--- config.mk ---
export PLATFORM = sky130hd
export DESIGN_NAME = stx_frame_receiver
export DESIGN_NICKNAME = d
export VERILOG_FILES = /design/src/hdl/stx_pkg.sv /design/src/hdl/stx_fifo.sv /design/src/hdl/stx_front.sv /design/src/hdl/stx_back.sv /design/src/hdl/stx_frame_receiver.sv
export VERILOG_INCLUDE_DIRS = /design/src /design/src/hdl
export SDC_FILE = /design/constraint.sdc
export NUM_CORES = 1
export LEC_CHECK = 0
export ABC_AREA = 1
export CAP_MARGIN = 20
export CORE_MARGIN = 3
export CORE_UTILIZATION = 60
export DETAILED_ROUTE_END_ITERATION = 8
export DONT_BUFFER_PORTS = 1
export PLACE_DENSITY = 0.83
export SYNTH_ARGS = -nofsm -noshare
export SYNTH_HDL_FRONTEND = slang
export SYNTH_SLANG_ARGS = --single-unit
--- constraint.sdc ---
create_clock -name clock -period 8.9 [get_ports clock]
set_clock_uncertainty 0.15 [all_clocks]
set_input_delay 1.78 -clock clock [delete_from_list [all_inputs] [get_ports clock]]
set_output_delay 1.78 -clock clock [all_outputs]
set_load 0.005 [all_outputs]
--- src/hdl/stx_frame_receiver_assert.svh ---
// Assertion macros for the STX frame receiver.
`ifndef STX_FRAME_RECEIVER_ASSERT_SVH
`define STX_FRAME_RECEIVER_ASSERT_SVH

`ifndef SYNTHESIS

// Checked property, skipped while reset is high.
`define STX_ASSERT(lbl, clk, rst, prop) \
   lbl: assert property (@(posedge clk) disable iff (rst) prop) \
      else $error("stx_frame_receiver: assertion failed");

// Checked property, also during reset.
`define STX_ASSERT_ALWAYS(lbl, clk, prop) \
   lbl: assert property (@(posedge clk) prop) \
      else $error("stx_frame_receiver: assertion failed");

`else

`define STX_ASSERT(lbl, clk, rst, prop)
`define STX_ASSERT_ALWAYS(lbl, clk, prop)

`endif

`endif

--- src/hdl/stx_pkg.sv ---
// Shared types, constants and checksum function of the STX frame receiver.
`default_nettype none

package stx_pkg;

   localparam logic [7:0] BYTE_ACK   = 8'h06;
   localparam logic [7:0] BYTE_STX   = 8'h02;
   localparam logic [7:0] STX_SUBST  = 8'hFD;
   localparam logic [7:0] MIN_FRAME  = 8'd5;
   localparam logic [7:0] POS_NODE   = 8'd2;
   localparam logic [7:0] POS_TAG    = 8'd4;
   localparam logic [7:0] POS_LENGTH = 8'd1;
   localparam logic [7:0] POS_FIRST  = 8'd2;
   localparam logic [7:0] RESET_NODE = 8'h10;
   localparam logic [7:0] RESET_TAG  = 8'h80;

   localparam int CMD_DEPTH = 2;
   localparam int RSP_DEPTH = 2;

   // register indexes
   localparam logic CSR_NODE = 1'b0;
   localparam logic CSR_TAG  = 1'b1;

   typedef enum logic [1:0] {
      MODE_IDLE,
      MODE_LEN,
      MODE_FRAME,
      MODE_ESC
   } mode_type;

   typedef enum logic [1:0] {
      OP_ACK,
      OP_START,
      OP_DATA,
      OP_ABORT
   } op_type;

   typedef enum logic [2:0] {
      EV_START = 3'd0,
      EV_BYTE  = 3'd1,
      EV_ACK   = 3'd2,
      EV_GOOD  = 3'd3,
      EV_BAD   = 3'd4,
      EV_ABORT = 3'd5
   } event_type;

   // classified word from front to back
   typedef struct packed {
      op_type     op;
      logic       last;
      logic [7:0] data;
      logic [7:0] pos;
      logic [7:0] len;
   } cmd_type;

   typedef struct packed {
      event_type  kind;
      logic [7:0] data;
      logic [7:0] pos;
      logic [7:0] len;
   } rsp_type;

   // rotate left, add byte, fold the carry back in
   function automatic logic [7:0] cks_step(input logic [7:0] acc, input logic [7:0] b);
      logic [7:0] rot;
      logic [8:0] sum;
      rot = {acc[6:0], acc[7]};
      sum = {1'b0, rot} + {1'b0, b};
      return sum[7:0] + {7'd0, sum[8]};
   endfunction

endpackage

`default_nettype wire

--- src/hdl/stx_fifo.sv ---
// Small synchronous FIFO used between the receiver stages and at the output.
`default_nettype none

module stx_fifo #(
   parameter int WIDTH = 8,
   parameter int DEPTH = 2
) (
   input  wire logic             clock,
   input  wire logic             reset,
   input  wire logic             push,
   input  wire logic [WIDTH-1:0] wdata,
   output logic                  full,
   input  wire logic             pop,
   output logic [WIDTH-1:0]      rdata,
   output logic                  empty
);

   localparam int AW = $clog2(DEPTH);
   localparam int CW = $clog2(DEPTH + 1);

   logic [WIDTH-1:0] mem_ff [DEPTH];
   logic [AW-1:0]    wr_ff, wr_in;
   logic [AW-1:0]    rd_ff, rd_in;
   logic [CW-1:0]    cnt_ff, cnt_in;
   logic             do_push, do_pop;

   assign full    = (cnt_ff == CW'(DEPTH));
   assign empty   = (cnt_ff == '0);
   assign do_push = push && !full;
   assign do_pop  = pop && !empty;
   assign rdata   = mem_ff[rd_ff];

   always_comb begin
      wr_in  = wr_ff;
      rd_in  = rd_ff;
      if (do_push) begin
         wr_in = (wr_ff == AW'(DEPTH - 1)) ? '0 : wr_ff + 1'b1;
      end
      if (do_pop) begin
         rd_in = (rd_ff == AW'(DEPTH - 1)) ? '0 : rd_ff + 1'b1;
      end
      cnt_in = cnt_ff + CW'(do_push) - CW'(do_pop);
   end

   always_ff @(posedge clock) begin
      if (reset) begin
         wr_ff  <= '0;
         rd_ff  <= '0;
         cnt_ff <= '0;
      end else begin
         wr_ff  <= wr_in;
         rd_ff  <= rd_in;
         cnt_ff <= cnt_in;
      end
   end

   always_ff @(posedge clock) begin
      if (do_push) begin
         mem_ff[wr_ff] <= wdata;
      end
   end

endmodule

`default_nettype wire

--- src/hdl/stx_front.sv ---
// Front stage: tracks the framing mode and classifies each received byte.
`default_nettype none

module stx_front (
   input  wire logic          clock,
   input  wire logic          reset,
   input  wire logic          take,
   input  wire logic [7:0]    rx_byte,
   output logic               cmd_push,
   output stx_pkg::cmd_type   cmd
);

   import stx_pkg::*;

   mode_type   mode_ff, mode_in;
   logic [7:0] count_ff, count_in;
   logic [7:0] len_ff, len_in;
   logic       do_start, do_data, do_abort, do_ack;
   logic [7:0] data_val;
   logic       last;

   assign last = ({1'b0, count_ff} + 9'd1) >= {1'b0, len_ff};

   always_ff @(posedge clock) begin
      if (reset) begin
         mode_ff  <= MODE_IDLE;
         count_ff <= '0;
         len_ff   <= '0;
      end else begin
         mode_ff  <= mode_in;
         count_ff <= count_in;
         len_ff   <= len_in;
      end
   end

   always_comb begin
      mode_in  = mode_ff;
      count_in = count_ff;
      len_in   = len_ff;
      do_start = 1'b0;
      do_data  = 1'b0;
      do_abort = 1'b0;
      do_ack   = 1'b0;
      data_val = rx_byte;

      if (take) begin
         unique case (mode_ff)
            MODE_IDLE: begin
               if (rx_byte == BYTE_ACK) begin
                  do_ack = 1'b1;
               end else if (rx_byte == BYTE_STX) begin
                  mode_in = MODE_LEN;
               end
            end
            MODE_LEN: begin
               if (rx_byte < MIN_FRAME) begin
                  mode_in = MODE_IDLE;
               end else begin
                  do_start = 1'b1;
               end
            end
            MODE_FRAME: begin
               if (rx_byte == BYTE_STX) begin
                  mode_in = MODE_ESC;
               end else begin
                  do_data = 1'b1;
               end
            end
            MODE_ESC: begin
               if (rx_byte == 8'd0) begin
                  do_data  = 1'b1;
                  data_val = BYTE_STX;    // stuffed STX
               end else if (rx_byte >= MIN_FRAME) begin
                  do_start = 1'b1;        // restart
               end else begin
                  do_abort = 1'b1;
                  mode_in  = MODE_IDLE;
               end
            end
            default: begin
               mode_in = MODE_IDLE;
            end
         endcase
      end

      if (do_start) begin
         len_in   = rx_byte;
         count_in = POS_FIRST;
         mode_in  = MODE_FRAME;
      end
      if (do_data) begin
         if (last) begin
            mode_in = MODE_IDLE;
         end else begin
            mode_in  = MODE_FRAME;
            count_in = count_ff + 8'd1;
         end
      end

      cmd_push = do_start || do_data || do_abort || do_ack;
      cmd.last = last;
      cmd.data = data_val;
      cmd.pos  = count_ff;
      cmd.len  = len_ff;
      if (do_ack) begin
         cmd.op  = OP_ACK;
         cmd.pos = '0;
         cmd.len = '0;
      end else if (do_start) begin
         cmd.op  = OP_START;
         cmd.pos = POS_LENGTH;
         cmd.len = rx_byte;
      end else if (do_abort) begin
         cmd.op = OP_ABORT;
      end else begin
         cmd.op = OP_DATA;
      end
   end

endmodule

`default_nettype wire

--- src/hdl/stx_back.sv ---
// Back stage: runs the checksum, captures node and tag, and builds result words.
`default_nettype none

module stx_back (
   input  wire logic          clock,
   input  wire logic          reset,
   input  wire logic          cmd_empty,
   input  wire stx_pkg::cmd_type cmd,
   output logic               cmd_pop,
   input  wire logic          rsp_full,
   output logic               rsp_push,
   output stx_pkg::rsp_type   rsp,
   input  wire logic [7:0]    expected_node,
   input  wire logic [7:0]    expected_tag
);

   import stx_pkg::*;

   logic [7:0] cks_ff, cks_in;
   logic [7:0] node_ff, node_in;
   logic [7:0] tag_ff, tag_in;
   logic       go;
   logic [7:0] node_eff, tag_eff, fin;
   logic       good;

   assign go       = !cmd_empty && !rsp_full;
   assign cmd_pop  = go;
   assign rsp_push = go;

   assign node_eff = (cmd.pos == POS_NODE) ? cmd.data : node_ff;
   assign tag_eff  = (cmd.pos == POS_TAG) ? cmd.data : tag_ff;
   assign fin      = (cks_ff == BYTE_STX) ? STX_SUBST : cks_ff;
   assign good     = (cmd.data == fin) && (node_eff == expected_node)
                     && (tag_eff == expected_tag);

   always_ff @(posedge clock) begin
      if (reset) begin
         cks_ff  <= '0;
         node_ff <= '0;
         tag_ff  <= '0;
      end else begin
         cks_ff  <= cks_in;
         node_ff <= node_in;
         tag_ff  <= tag_in;
      end
   end

   always_comb begin
      cks_in   = cks_ff;
      node_in  = node_ff;
      tag_in   = tag_ff;
      rsp.data = cmd.data;
      rsp.pos  = cmd.pos;
      rsp.len  = cmd.len;
      rsp.kind = EV_BYTE;

      unique case (cmd.op)
         OP_ACK: begin
            rsp.kind = EV_ACK;
         end
         OP_START: begin
            rsp.kind = EV_START;
            if (go) begin
               cks_in  = cks_step(cks_step(8'd0, BYTE_STX), cmd.data);
               node_in = '0;
               tag_in  = '0;
            end
         end
         OP_DATA: begin
            if (go) begin
               node_in = node_eff;
               tag_in  = tag_eff;
            end
            if (cmd.last) begin
               rsp.kind = good ? EV_GOOD : EV_BAD;
            end else begin
               rsp.kind = EV_BYTE;
               if (go) begin
                  cks_in = cks_step(cks_ff, cmd.data);
               end
            end
         end
         OP_ABORT: begin
            rsp.kind = EV_ABORT;
         end
         default: begin
            rsp.kind = EV_ABORT;
         end
      endcase
   end

endmodule

`default_nettype wire

--- src/hdl/stx_frame_receiver.sv ---
// Top level of the STX frame receiver: front, command queue, back, result queue.
//
// Usage: received bytes go in on req_rx_byte, one word per cycle while
// req_push is high and req_full is low. Result words (start, frame byte,
// ack, good, bad, abort) are read from the rsp_ ports while rsp_empty is
// low and taken with rsp_pop. Bytes that cause no result (idle noise, an
// opening STX, a short length, a frame STX) are consumed silently.
// Throughput: one byte per cycle while req_full is low. A taken byte's
// result shows after both queues (front classifies into the command
// queue, back updates the checksum and writes the result queue).
// When the receiver stops popping, the result queue fills, the back stage
// stalls, the command queue fills and req_full rises; no word is lost.
// Reset (synchronous, active high) empties both queues, returns the framer
// to idle and loads expected node 0x10 and expected tag 0x80.
// Registers: csr_index 0 is the expected node, 1 the expected tag; the user
// must write them with csr_write_en while no frame is in flight; unchecked.
`default_nettype none

`include "stx_frame_receiver_assert.svh"

module stx_frame_receiver #(
   parameter int CMD_DEPTH = stx_pkg::CMD_DEPTH,
   parameter int RSP_DEPTH = stx_pkg::RSP_DEPTH
) (
   input  wire logic       clock,
   input  wire logic       reset,
   input  wire logic       req_push,
   input  wire logic [7:0] req_rx_byte,
   output logic            req_full,
   output logic            rsp_empty,
   input  wire logic       rsp_pop,
   output logic [2:0]      rsp_event_kind,
   output logic [7:0]      rsp_data_byte,
   output logic [7:0]      rsp_byte_position,
   output logic [7:0]      rsp_frame_length,
   input  wire logic       csr_write_en,
   input  wire logic       csr_index,
   input  wire logic [7:0] csr_wdata
);

   import stx_pkg::*;

   localparam int CMD_W = $bits(cmd_type);
   localparam int RSP_W = $bits(rsp_type);

   logic [7:0] exp_node_ff, exp_tag_ff;
   logic       take;
   logic       f_push, cmd_full, cmd_empty, cmd_pop;
   cmd_type    f_cmd, b_cmd;
   logic       rsp_push, rsp_full;
   rsp_type    b_rsp, out_rsp;
   logic       byte_pos_ok;

   always_ff @(posedge clock) begin
      if (reset) begin
         exp_node_ff <= RESET_NODE;
         exp_tag_ff  <= RESET_TAG;
      end else if (csr_write_en) begin
         unique case (csr_index)
            CSR_NODE: exp_node_ff <= csr_wdata;
            CSR_TAG:  exp_tag_ff  <= csr_wdata;
            default:  exp_node_ff <= exp_node_ff;
         endcase
      end
   end

   assign take     = req_push && !cmd_full;
   assign req_full = cmd_full;

   stx_front u_front (
      .clock    (clock),
      .reset    (reset),
      .take     (take),
      .rx_byte  (req_rx_byte),
      .cmd_push (f_push),
      .cmd      (f_cmd)
   );

   stx_fifo #(
      .WIDTH (CMD_W),
      .DEPTH (CMD_DEPTH)
   ) u_cmd_q (
      .clock (clock),
      .reset (reset),
      .push  (f_push),
      .wdata (f_cmd),
      .full  (cmd_full),
      .pop   (cmd_pop),
      .rdata (b_cmd),
      .empty (cmd_empty)
   );

   stx_back u_back (
      .clock         (clock),
      .reset         (reset),
      .cmd_empty     (cmd_empty),
      .cmd           (b_cmd),
      .cmd_pop       (cmd_pop),
      .rsp_full      (rsp_full),
      .rsp_push      (rsp_push),
      .rsp           (b_rsp),
      .expected_node (exp_node_ff),
      .expected_tag  (exp_tag_ff)
   );

   stx_fifo #(
      .WIDTH (RSP_W),
      .DEPTH (RSP_DEPTH)
   ) u_rsp_q (
      .clock (clock),
      .reset (reset),
      .push  (rsp_push),
      .wdata (b_rsp),
      .full  (rsp_full),
      .pop   (rsp_pop),
      .rdata (out_rsp),
      .empty (rsp_empty)
   );

   assign rsp_event_kind    = out_rsp.kind;
   assign rsp_data_byte     = out_rsp.data;
   assign rsp_byte_position = out_rsp.pos;
   assign rsp_frame_length  = out_rsp.len;

   // a plain frame byte lies after the length and before the checksum
   assign byte_pos_ok = (rsp_byte_position >= POS_FIRST)
                        && (({1'b0, rsp_byte_position} + 9'd1) < {1'b0, rsp_frame_length});

   // reset leaves both queues empty
   `STX_ASSERT_ALWAYS(a_reset_clears, clock, reset |=> rsp_empty && !req_full)

   // only defined event codes leave the block
   `STX_ASSERT(a_kind_legal, clock, reset, !rsp_empty |-> rsp_event_kind <= EV_ABORT)

   `STX_ASSERT(a_byte_pos, clock, reset, (!rsp_empty && rsp_event_kind == EV_BYTE) |-> byte_pos_ok)

endmodule

`default_nettype wire

Word-level counts from Yosys, hierarchy flattened. Memories as Yosys holds them, arrays and structs flattened. A register that Yosys moved wholly into a read port is not among the register bits. Cells that the tools add are included.

Register bits after elaboration: 66. RAM bits: 108. Bits of input ports: 22. Output and inout bits: 29. Word-level logic and storage cells: 151. Memories kept: 2.

Memories: u_cmd_q.mem_ff (words 2, bits a word 27, rd ports 1, clocked after memory_dff 1, write ports 1, RTL line stx_fifo.sv:21) `logic [WIDTH-1:0] mem_ff [DEPTH];`; u_rsp_q.mem_ff (words 2, bits a word 27, rd ports 1, clocked after memory_dff 1, write ports 1, RTL line stx_fifo.sv:21).

Add/sub/neg operators: 14. Order comparisons: 3. Eq/ne operators: 25. Multiplexer cells: 65. Bitwise operators: 1. Reduce and logical (&&, ||, !) cells: 27.

Operators with widths (count): $mux W8 (15); $pmux W8 S2 (3); $mux W16 (2); $mux W1 (27); $eq A8 B2 Y1 const B (3); $eq A8 B8 Y1 (3); $mux W2 (12); $add A8 B1 Y8 (2); $eq A8 B3 Y1 const B (2); $eq A2 B2 Y1 const B (6); $ne A4 B1 Y1 const B (3); $ne A4 B2 Y1 const B (3); $pmux W3 S4 (1); $add A3 B8 Y9 const A (1); $add A8 B1 Y9 const B (1); $add A8 B8 Y9 (1); $ge A9 B8 Y1 (1); $add A8 B1 Y8 const B (1); $ge A8 B3 Y1 const B (1); $logic_and A1 B1 Y1 (8); $logic_not A2 Y1 (4); $logic_not A8 Y1 (1); $lt A8 B3 Y1 const B (1); $pmux W2 S4 (1); 16 further kinds (32).

Depth between registers and ports, before layout.
Word-level depth: 11. Gate-level depth with buffers: 22. Mapped depth without buffers: 21.

Modules after synthesis. A second synthesis with hierarchy kept.

Cell total of the unflattened synthesis: 1103. Area total of the unflattened synthesis: 9678.0 µm².

Modules (own cells, without submodules): stx_fifo (instances 2, cells each 123, area each 2303.5 µm², seq. area each 1721.7 µm²); stx_back (instances 1, cells each 515, area each 2939.1 µm², seq. area each 480.5 µm²); stx_front (instances 1, cells each 254, area each 1487.7 µm², seq. area each 360.3 µm²); stx_frame_receiver (instances 1, cells each 88, area each 644.4 µm², seq. area each 320.3 µm²).

Least setup slack after synthesis. OpenSTA, ideal clock, no wires.

Path type: input -> register. From: in req_rx_byte[4]. To: mem u_cmd_q.mem_ff[1][0] (netlist bit) (enable). Library setup time: 0.413 ns. Arrival: 3.846 ns. Required time: 8.337 ns. Setup slack: 4.491 ns. Stages: 11. Cells stage by stage: nor2_1 nand2_1 inv_1 nand3_1 o21ai_0 inv_1 nor2_1 nor2_1 nand2_1 inv_1 nor2_1.

Word-level cells in the longest chain between the ends: 11. Elaborated cells between the ends (all ways): 27. Those cells by class: 2 x order compare; 2 x eq/ne; 18 x mux; 5 x reduce/logical.

RTL lines: start: declaration (RTL line stx_frame_receiver.sv:28) `input wire logic [7:0] req_rx_byte,`; $ge A8 B3 Y1 (RTL line stx_front.sv:73) `end else if (rx_byte >= MIN_FRAME) begin`; $mux W1 (RTL line stx_front.sv:73); $mux W1 (RTL line stx_front.sv:70) `if (rx_byte == 8'd0) begin`; $pmux W1 S2 (RTL line stx_front.sv:47) `unique case (mode_ff)`; $mux W1 (RTL line stx_front.sv:46) `if (take) begin`; $logic_or A1 B1 Y1 (2 in a row) (RTL line stx_front.sv:100) `cmd_push = do_start || do_data || do_abort || do_ack;`; $logic_or A1 B1 Y1 (*) (RTL line stx_front.sv:100); $logic_and A1 B1 Y1 (*) (RTL line stx_fifo.sv:29) `assign do_push = push && !full;`; $mux W1 (*) (RTL line stx_fifo.sv:58) `if (do_push) begin`; $mux W1 (not written as such) (*) (RTL line stx_fifo.sv:59) `mem_ff[wr_ff] <= wdata;`; end: declaration (RTL line stx_fifo.sv:21).

Mark *: on every way between the ends. The rest lies on a longest branch, timed or not.

==> metrics.cfg <==
[finish]
final_net_count = 1027
antenna_cells = 0
final_layout_size_suffix_gt1_share_pct = 10.4
area_growth_pct = 7.55

[timing]
slew_headroom_pct = 46.7
timing.final.ws_setup_ns = 4.55
finalHoldViolCount = 0
fin_tns_setup_ns = 0
max_slew.worst_pin.slew_ns = 0.798
max_freq_mhz = 230
fin_crit_ns = 4.35
rsz0062_at_grt = no
setup_viol = 0
period_share_pct = 48.9
drv_slew = 0

[power_and_ir_drop]
p_leak_nw = 3.97
power_density_nw_per_um2 = 285
ir_worst_vdd_mv = 0.160

[setup_path]
crit_buf_inv = 4
cp.arrival_ns = 4.57
critical_path.cell_chain = buf_4 > inv_2 > nand2_1 > nand2_1 > ha_1 > inv_1 > fa_1 > o21ai_0 > a21oi_1 > o21bai_1 > a21oi_1 > o21bai_1 > ha_1 > ha_1 > inv_1 > nor2_1 > nand2_1 > nor3_1 > o21ai_0 > a21oi_1 > nor2_1 > nor2_1
crit_required_ns = 9.12
cp_max_fo = 32
critPathTopFamily = compound AO/OA/AOI/OAI gates
cp-end-kind = flop
crit_type = flop to flop
crit_path_top_delay_cell = fa_1
critPathMaxStageDelay_ns = 0.40
crit_path_start_kind = flop

[flow_run]
drv_cap = 0

[grt]
gr-total-overflow = 0
grt_usage_pct = 23.1
grt_first_pass_wirelength_um = 29400
grt_antenna_before_repair = 0
grt_start_max_net_pins = 38
first_global_vias = 5948

[synthesis]
yosysWarnings = 0
ys.flop_type = edfxtp_1
ys_seq_area_share_pct = 52.5
syn_avg_cell_area_um2 = 8.92
synth.distinct_cells = 41
synthesis.nets = 1036
synth_enable_flop_cells = 108
async_reset_ff_share_pct = 0
synth_cells = 982
syn_area_um2 = 8760
synth_seq_cells = 176

[place]
place_hpwl_um = 12900
routabilityCongestion = 0.911
portBuffers = 0
post-place-ws_ns = 4.60

[floorplanning]
initial_core_util_pct = 62.2
core_um2 = 14100
die_h_um = 127
die_w_um = 127
die_area_um2 = 16100
rows = 43
io_pins = 51

[clocking]
clock_sinks = 176
cts_root_buf = clkbuf_16
path_clk_slew_ns = 0.06
numCtsBuffers = 17
ctsResizeCount = 0
clock_path_buffers = 2
cts_tree = yes
cts.htree.levels = 4
post-cts-setup-buffers = 0
clock_latency_ns = 0.43
ctsHoldBuffers = 0

[drt]
ant_nets = 0
routedWlPerCell_um = 15.6
route.detailed.drc = 0
dr.pass1.iters = 6
drtIter0Drc = 734
routed_wl_um = 18200
viasPerCell = 5.52
vias = 6439

[outcome]
outcome = completed

[min_path]
hold_class = flop to flop

==> routing by layer <==
metal  vias up  share of wire (%)  global-route usage (%)
met5         -                  0                       0
met4         0                2.8                    9.78
met3        37                7.6                    5.85
met2       226                 44                    34.6
met1      2956                 45                    32.2
li1       3220                  -                       -
==> layout by cell type, fill, tap and decap left out, types with 3 or more instances in the layout <==
cell,n
xor2_1,17
o21bai_1,5
a211oi_1,4
o31ai_1,3
inv_1,116
inv_2,5
nor2_2,4
clkbuf_16,17
xnor2_1,6
dfxtp_1,68
buf_4,8
a31oi_1,4
nor2_1,77
edfxtp_1,108
o21ai_2,7
inv_6,3
mux2_2,27
o21ai_0,48
clkinv_1,4
nand2_1,237
ha_1,31
a21oi_1,61
nand4_1,4
nor3_1,9
nand3_1,63
nand3b_1,6
nand2_2,14
or2_2,3
==> layout make-up <==
class / instances / area (µm²)
Clock buffer: 18 / 429
Clock inverter: 14 / 129
Fill cell: 1102 / 4670
Inverter: 123 / 462
Multi-Input combinational cell: 647 / 3520
Sequential cell: 176 / 4600
Tap cell: 180 / 225
Timing Repair Buffer: 8 / 60.1
==> synth_stat cells (3+ instances only) <==
cell | count | area, µm²
o31ai_1 | 3 | 22.5
nand3b_1 | 6 | 45.0
o21ai_2 | 7 | 61.3
xor2_1 | 17 | 149
xnor2_1 | 6 | 52.6
inv_1 | 116 | 435
ha_1 | 31 | 388
a31oi_1 | 4 | 25.0
a21oi_1 | 61 | 305
mux2_2 | 27 | 304
nand2_2 | 14 | 87.6
nand3_1 | 63 | 315
dfxtp_1 | 68 | 1360
o21ai_0 | 48 | 240
inv_2 | 5 | 18.8
edfxtp_1 | 108 | 3240
o21bai_1 | 5 | 37.5
nor2_1 | 81 | 304
a211oi_1 | 4 | 30.0
nor3_1 | 9 | 45.0
nand4_1 | 4 | 25.0
buf_6 | 6 | 67.6
nand2_1 | 237 | 890
clkbuf_1 | 27 | 101
or2_2 | 3 | 18.8
==> state kept, by name, indices dropped and copies added, names as in the netlist, 2 cells and up, named ones only <==
register and cells:
u_front.count_ff 8, u_cmd_q.cnt_ff 2, exp_node_ff 8, u_back.node_ff 8
u_back.tag_ff 8, u_cmd_q.mem_ff 54, u_front.mode_ff 2, u_rsp_q.mem_ff 54
exp_tag_ff 8, u_front.len_ff 8, u_rsp_q.cnt_ff 2, u_back.cks_ff 8
==> logic make-up (layout without fill, tap and decap cells) <==
group                      count (synthesis)  in the layout  synth area share [%]
and+or+nand+nor                          427            427                  20.8
DFF                                      176            176                  52.5
muxes                                     28             28                  3.58
xor gates and xnor gates                  23             23                  2.30
buffers and inverters                    159            163                  7.45
AOI/OAI and AO/OA                        137            137                  8.65
adders and majority gates                 32             32                  4.65
==> where the power goes <==
part	internal, W	leakage, nW	switching (W)	total, W
Combinational	0.000298	2.16	0.000607	0.000905
Clock	0.000389	0.270	0.000318	0.000707
Sequential	0.00103	1.54	0.0000496	0.00108
Total	0.00171	3.97	0.000975	0.00269
==> final timing paths <==
path | cells after the start | slack [ns] | start | to
worst min register to register | 1 | 0.30 | u_cmd_q.rd_ff | u_cmd_q.rd_ff
worst max-delay path | 22 | 4.55 | flop | u_back.cks_ff[6]
worst min-delay path | 1 | 0.30 | u_cmd_q.rd_ff | u_cmd_q.rd_ff
worst max register to register | 22 | 4.55 | flop | u_back.cks_ff[6]
==> metrics by stage <==
stage          power, W  hold slack, ns  cells  cell area, µm²  utilization [%]
6_report        0.00269           0.304   1166            9430             66.9
5_1_grt         0.00286           0.316   1166            9430             66.9
4_1_cts         0.00269           0.302   1165            9420             66.8
3_5_place_dp    0.00199           0.294   1133            8860             62.9
3_3_place_gp    0.00195           0.287   1133            8860             62.9
2_1_floorplan   0.00177           0.276    982            8760                -
(Power assumes the default switching activity.)
